`config.mk`:
```
export PLATFORM = sky130hd
export DESIGN_NAME = v3alu_sqrt
export DESIGN_NICKNAME = d
export VERILOG_FILES = /design/src/rtl/core/v3alu_pkg.sv /design/src/rtl/core/v3alu_sqrt.sv
export SDC_FILE = /design/constraint.sdc
export NUM_CORES = 2
export LEC_CHECK = 0
export BUFFER_PORTS_ARGS = -buffer_cell sky130_fd_sc_hd__clkbuf_2
export CORE_MARGIN = 2
export CORE_UTILIZATION = 48
export CTS_BUF_LIST = sky130_fd_sc_hd__clkbuf_8 sky130_fd_sc_hd__clkbuf_16
export DETAILED_ROUTE_END_ITERATION = 6
export SLEW_MARGIN = 20
export SYNTH_ARGS = -nofsm -noshare
export SYNTH_HDL_FRONTEND = slang
export SYNTH_MEMORY_MAX_BITS = 65536
export SYNTH_SLANG_ARGS = --single-unit
```
`constraint.sdc`:
```
create_clock -name clk -period 8.4 [get_ports clk]
set_clock_uncertainty 0.1 [all_clocks]
set_input_delay 1.26 -clock clk [delete_from_list [all_inputs] [get_ports clk]]
set_output_delay 1.26 -clock clk [all_outputs]
set_load 0.005 [all_outputs]
```
`src/rtl/core/v3alu_pkg.sv`:
```
// Shared types, opcodes, pipeline depths and saturation helper for the vector ALU.
package v3alu_pkg;

  localparam int FRAC_BITS_DEF = 16;

  // Stage counts of the pipeline sections
  localparam int LANE_LAT = 3;
  localparam int SQ_LAT   = 32;
  localparam int DIV_QB   = 33;
  localparam int DIV_LAT  = DIV_QB + 2;
  localparam int PIPE_LAT = 1 + LANE_LAT + 1 + SQ_LAT + DIV_LAT + 1;

  localparam logic [31:0] Q_MAX = 32'h7fff_ffff;
  localparam logic [31:0] Q_MIN = 32'h8000_0000;

  typedef enum logic [3:0] {
    OP_ADD    = 4'd0,
    OP_SUB    = 4'd1,
    OP_MUL    = 4'd2,
    OP_DIV    = 4'd3,
    OP_DOT    = 4'd4,
    OP_CROSS  = 4'd5,
    OP_DISTSQ = 4'd6,
    OP_DIST   = 4'd7,
    OP_LENGTH = 4'd8,
    OP_NORM   = 4'd9,
    OP_NEG    = 4'd10,
    OP_EQUAL  = 4'd11
  } op_t;

  typedef struct packed {
    op_t              op;
    logic [2:0][31:0] a;
    logic [2:0][31:0] b;
  } ctx_t;

  typedef struct packed {
    ctx_t             ctx;
    logic [2:0][31:0] res;
    logic [31:0]      scalar;
    logic             eq;
    logic             ov;
  } early_t;

  typedef struct packed {
    op_t              op;
    logic [2:0]       a_neg;
    logic [2:0]       a_zero;
    logic [2:0]       b_zero;
    logic             len_zero;
    logic [2:0][31:0] res;
    logic [31:0]      scalar;
    logic             eq;
    logic             ov;
  } post_t;

  // Saturate a wide signed value to 32 bits; returns {overflow, value}
  function automatic logic [32:0] sat_q32(input logic signed [67:0] v);
    logic [32:0] r;
    if (v > 68'sd2147483647) begin
      r = {1'b1, Q_MAX};
    end else if (v < -68'sd2147483648) begin
      r = {1'b1, Q_MIN};
    end else begin
      r = {1'b0, v[31:0]};
    end
    return r;
  endfunction

endpackage

```
`src/rtl/core/v3alu_sqrt.sv`:
```
// Pipelined integer square root, one root bit per stage.
module v3alu_sqrt import v3alu_pkg::*; (
  input  logic        clk,
  input  logic        en,
  input  logic [63:0] rad,
  output logic [31:0] root
);

  logic [33:0] rem_r  [SQ_LAT];
  logic [31:0] root_r [SQ_LAT];
  logic [63:0] rad_r  [SQ_LAT];

  for (genvar k = 0; k < SQ_LAT; k++) begin : g_step
    logic [33:0] rem_i;
    logic [31:0] root_i;
    logic [63:0] rad_i;
    logic [35:0] cur, trial;
    if (k == 0) begin : g_first
      assign rem_i  = '0;
      assign root_i = '0;
      assign rad_i  = rad;
    end else begin : g_next
      assign rem_i  = rem_r[k-1];
      assign root_i = root_r[k-1];
      assign rad_i  = rad_r[k-1];
    end
    assign cur   = {rem_i, rad_i[63:62]};
    assign trial = {2'b00, root_i, 2'b01};
    always_ff @(posedge clk) begin
      if (en) begin
        if (cur >= trial) begin
          rem_r[k]  <= 34'(cur - trial);
          root_r[k] <= {root_i[30:0], 1'b1};
        end else begin
          rem_r[k]  <= cur[33:0];
          root_r[k] <= {root_i[30:0], 1'b0};
        end
        rad_r[k] <= {rad_i[61:0], 2'b00};
      end
    end
  end

  assign root = root_r[SQ_LAT-1];

endmodule

```
**Word-level counts from Yosys, hierarchy flattened**

Memory sizes are Yosys's and may differ from the RTL's.
Cells that the tools add are included.

- Bits in writable memories: 4,096
- Word-level logic and storage cells: 389
- Register bits: 0
- Memories: 3

Memory list:

| memory | words | bits a word | read ports | clocked after Yosys merged registers in | wr ports | RTL line | RTL |
|---|---|---|---|---|---|---|---|
| rad_r | 32 | 62 | 31 | 0 | 32 | v3alu_sqrt.sv:11 | `logic [63:0] rad_r [SQ_LAT];` |
| rem_r | 32 | 34 | 31 | 0 | 32 | v3alu_sqrt.sv:9 | `logic [33:0] rem_r [SQ_LAT];` |
| root_r | 32 | 32 | 32 | 0 | 32 | v3alu_sqrt.sv:10 | `logic [31:0] root_r [SQ_LAT];` |

- Add/sub/neg operators: 32
- Order comparisons: 32
- Bitwise operators: 64
- Multiplexer cells: 258

Operators with widths:

| cell | number |
|---|---|
| $ge A36 B34 Y1 | 31 |
| $mux W34 | 32 |
| $sub A34 B34 Y34 | 31 |
| $mux W32 | 32 |
| $mux W1 | 194 |
| $or A1 B1 Y1 | 64 |
| $sub A2 B1 Y3 const B | 1 |
| $ge A2 B1 Y1 const B | 1 |

**Depth between registers and ports, before layout**

An unclocked memory read counts as a cell.

- Word-level depth: 6
- Gate-level depth with buffers: 14

**Worst setup path after synthesis**

No wires, ideal clock.

- Path kind: input -> register
- From: input port en
- To: memory rem_r[26][0] (netlist: rem_r[1][340]), enable pin
- Arrival: 3,965 ps
- Setup slack: 3,895 ps
- Stages: 5
- Buffers on the path: 5
- Setup time: 440 ps
- Cell sequence: clkbuf_1 clkbuf_1 clkbuf_1 clkbuf_1 clkbuf_1

RTL lines:

| what | RTL line | RTL |
|---|---|---|
| start, declared | v3alu_sqrt.sv:4 | `input logic en,` |
| end, declared | v3alu_sqrt.sv:9 |  |

==> impl_metrics.csv <==
group,metric,value,unit
yosys,ys.flop_type,"edfxtp_1",
setup_path,critical_path_class,"reg -> reg",
placed_design,numPortBuffers,97,
setup_path,crit_path_cell_trace,"inv_1 > ha_1 > nand3_1 > a21oi_1 > o31ai_1 > a21oi_1 > nor4_1 > o31a_1 > o211a_1 > buf_4 > mux2_2",
setup_path,reg2reg_depth,11,
yosys,ys_seq_area_share,64.65,%
die,ios,98,
setup_path,path_buf_inv,2,
die,start_util,48.22,%
die,die_width,498.1,µm
yosys,synth.top_cell.area_share,64.63,%
yosys,synth_nets,9676,
layout,instances_no_fill,12720,
sta,worstMarginPinSlew,1.089,ns
sta,rsz0062_at_grt,"no",
outcome,status,"finished clean",
detailed_routing,drc,0,
setup_path,worst-path-stages,11,
global_route,grt-ovfl-total,0,
yosys,yosys.cell_types.count,90,
cts,cts_tree,"built",
cts,clk_root_buffer_cell,"clkbuf_16",
setup_path,crit_slowest_cell,"o31ai_1",
setup_path,crit_fanout,48,
cts,clock_latency,0.91,ns
detailed_routing,wl_per_cell,19.50,µm
setup_path,start_kind,"register",
sta,fin_ws,3.848,ns
cts,cts_sinks,2523,
yosys,synth_top_family_by_area,"simple AND/OR/NAND/NOR gates",
setup_path,cpMostUsedCell,"a21oi_1",
placed_design,dpl_cell_area,0.1216,mm²
yosys,yosys.area_share.simple,10.40,%
placed_design,gp_congestion,0.9174,
sta,hold_viol_final,0,
cts,clockBufferDepth,4,
yosys,synth.mux.area_fraction,0.6663,%
setup_path,crit_family,"compound AO/OA/AOI/OAI gates",
power_and_ir_drop,power.total,36.59,mW
sta,timing.fmax,219.7,MHz
yosys,syn_inst,9047,
sta,min_period_over_period,54.19,%
detailed_routing,dr.pass1.iters,6,
detailed_routing,dr_total_vias,69220,
setup_path,arrival,5.07,ns
layout,final_nets,9945,
global_route,grt_antenna_before_repair,3,
yosys,synth_top_cell_by_area,"edfxtp_1",
sta,min_period,4.552,ns
yosys,synth_area,0.1172,mm²
cts,post-cts-setup-buffers,0,
yosys,synth_area_leaders,"edfxtp_1 (65%), ha_1 (6.0%), xor2_1 (3.3%), xnor2_1 (3.0%), o21ai_0 (2.4%)",
die,num_rows,181,
flow_run,max-cap-violations,0,
setup_path,slowest_delay,0.57,ns
die,die-area,0.2481,mm²
yosys,synth.avg_cell_area,12.95,µm²
global_route,grt_max_degree,202,
yosys,synth_edf_count,2522,
sta,slew_violations,0,
global_route,grt_pass1_vias,68630,
cts,cts_buffers,291,
cts,hold_buffers,0,
cts,clk_pin_slew,0.06,ns
power_and_ir_drop,power.leakage,49.70,nW
die,coreArea,0.2430,mm²
detailed_routing,postRouteAntennaNets,0,
cts,htreeDepth,5,
layout,fin_area,0.1307,mm²
layout,fillCellCount,20220,
yosys,synth_xor_area_share,6.279,%
power_and_ir_drop,p_per_area,280.1,mW/mm²
power_and_ir_drop,ir_drop,0.1854,mV
layout,fin_util,53.77,%
sta,timing.setup.tns,0,ns
detailed_routing,wl,248100,µm
setup_path,cp-end-kind,"register",
detailed_routing,initialDrtViolationCount,4821,
layout,drive_gt1_share,7.511,%
yosys,synth_warnings,0,
global_route,grt_pass1_wl,387400,µm
setup_path,required,8.92,ns
layout,syn2layout_area_growth,11.50,%
sta,setup_violations,0,
yosys,synthAdderAreaFrac,6.012,%
yosys,synth.ff_latch_count,2523,
placed_design,dp.cells,12230,
min_path,whs_path_depth,0,
min_path,holdCritPathClass,"reg -> reg",
yosys,async_flop_share,0,%
detailed_routing,vias_per_cell,5.440,
placed_design,hpwl,180300,µm
cts,cts_resized,0,
die,die_y,498.1,µm
sta,whs,0.2857,ns
global_route,grt_usage,19.83,%
placed_design,post-place-ws,3.012,ns
sta,slew_headroom,27.42,%
yosys,synth-compound-area-share,9.178,%
## final timing paths
check	startpoint	endpoint	slack [ns]
setup reg to reg	root_r[1][290]	rem_r[1][348]	3.85
hold reg to reg	rad_r[0][200]	rad_r[0][264]	0.29
setup / recovery	root_r[1][290]	rem_r[1][348]	3.85
hold / removal	rad_r[0][200]	rad_r[0][264]	0.29
## flip-flops by register name (all words and copies together), names as in the netlist
name,flops
rad_r,992
rem_r,1003
root_r,528
## synth_stat cells (56+ instances only)
| cell | n |
|---|---|
| a21o_1 | 236 |
| a21oi_1 | 458 |
| clkbuf_1 | 159 |
| or2_2 | 61 |
| nor2b_1 | 81 |
| or3_1 | 94 |
| nand3_1 | 133 |
| xnor2_1 | 398 |
| nand4_1 | 86 |
| edfxtp_1 | 2522 |
| nor4_1 | 124 |
| nand2b_1 | 132 |
| nor2_1 | 487 |
| nor3_1 | 235 |
| o21a_1 | 89 |
| xor2_1 | 442 |
| inv_1 | 698 |
| ha_1 | 563 |
| o21ai_0 | 566 |
| nand2_1 | 707 |
| or4_1 | 59 |
| mux2_2 | 56 |
## logic make-up (layout without fill, tap and decap cells)
group / count (synthesis) / in the layout
buffers and inverters: 875 / 1348
flip-flops: 2523 / 2523
other: 0 / 2
XOR/XNOR: 840 / 840
adder cells (fa/ha/maj): 563 / 563
multiplexers: 71 / 71
AO/OA/AOI/OAI: 1747 / 1747
AND/OR/NAND/NOR: 2428 / 2428
## metal layers
metal  wire (µm)  part of all wire [%]  GRT usage, %  vias up
met3        8180                   3.3         2.511      536
met1      101900                    41         24.08    33380
met2      127500                    51         35.58     1355
met5           0                     0             0        -
met4       10550                   4.3         8.120        0
li1            -                     -             -    33940
## placed cells by master, fill, tap and decap left out, types with 17 or more instances in the layout
cell type and instances:
nor2b_1 81, o21ai_0 565, nand3_1 133, a211oi_1 41
or3_1 94, xnor2_1 398, nand4b_1 19, nand4_1 86
xor2_1 442, nand2b_1 132, and3_1 49, o21a_1 89
clkinv_2 38, nor3_1 233, nand3b_1 22, a21o_1 236
nor4_1 123, or2_2 61, edfxtp_1 2522, inv_1 740
clkinv_1 65, mux2_2 56, clkbuf_16 294, ha_1 563
clkbuf_2 96, a21oi_1 458, o31ai_1 41, a31oi_1 49
nor4b_1 22, buf_4 48, nand2_1 707, and2_1 49
o211ai_1 24, bufinv_16 28, a211o_1 17, a21boi_0 17
nor2_1 486, or4_1 59, o21bai_1 42
## layout make-up
cell class / instances / area (µm²) / share of cell area (%)
multi-input cells: 5649 / 38230 / 29.26
diodes: 2 / 5.005 / 0.003831
flip-flops and latches: 2523 / 75750 / 57.98
inverters: 699 / 2624 / 2.008
well taps: 3202 / 4006 / 3.066
repair buffers: 152 / 992.2 / 0.7594
clock inverters: 203 / 1685 / 1.290
clock buffers: 294 / 7357 / 5.631
## report_power, final
| part | total [mW] | leakage, nW | switching, mW | internal [mW] |
|---|---|---|---|---|
| sequential | 17.2 | 24.3 | 1.23 | 16.0 |
| clock | 12.0 | 4.57 | 4.83 | 7.19 |
| combinational | 7.33 | 20.8 | 4.25 | 3.08 |
| total | 36.6 | 49.7 | 10.3 | 26.3 |
Note: power is estimated with default switching activity, not from simulation.
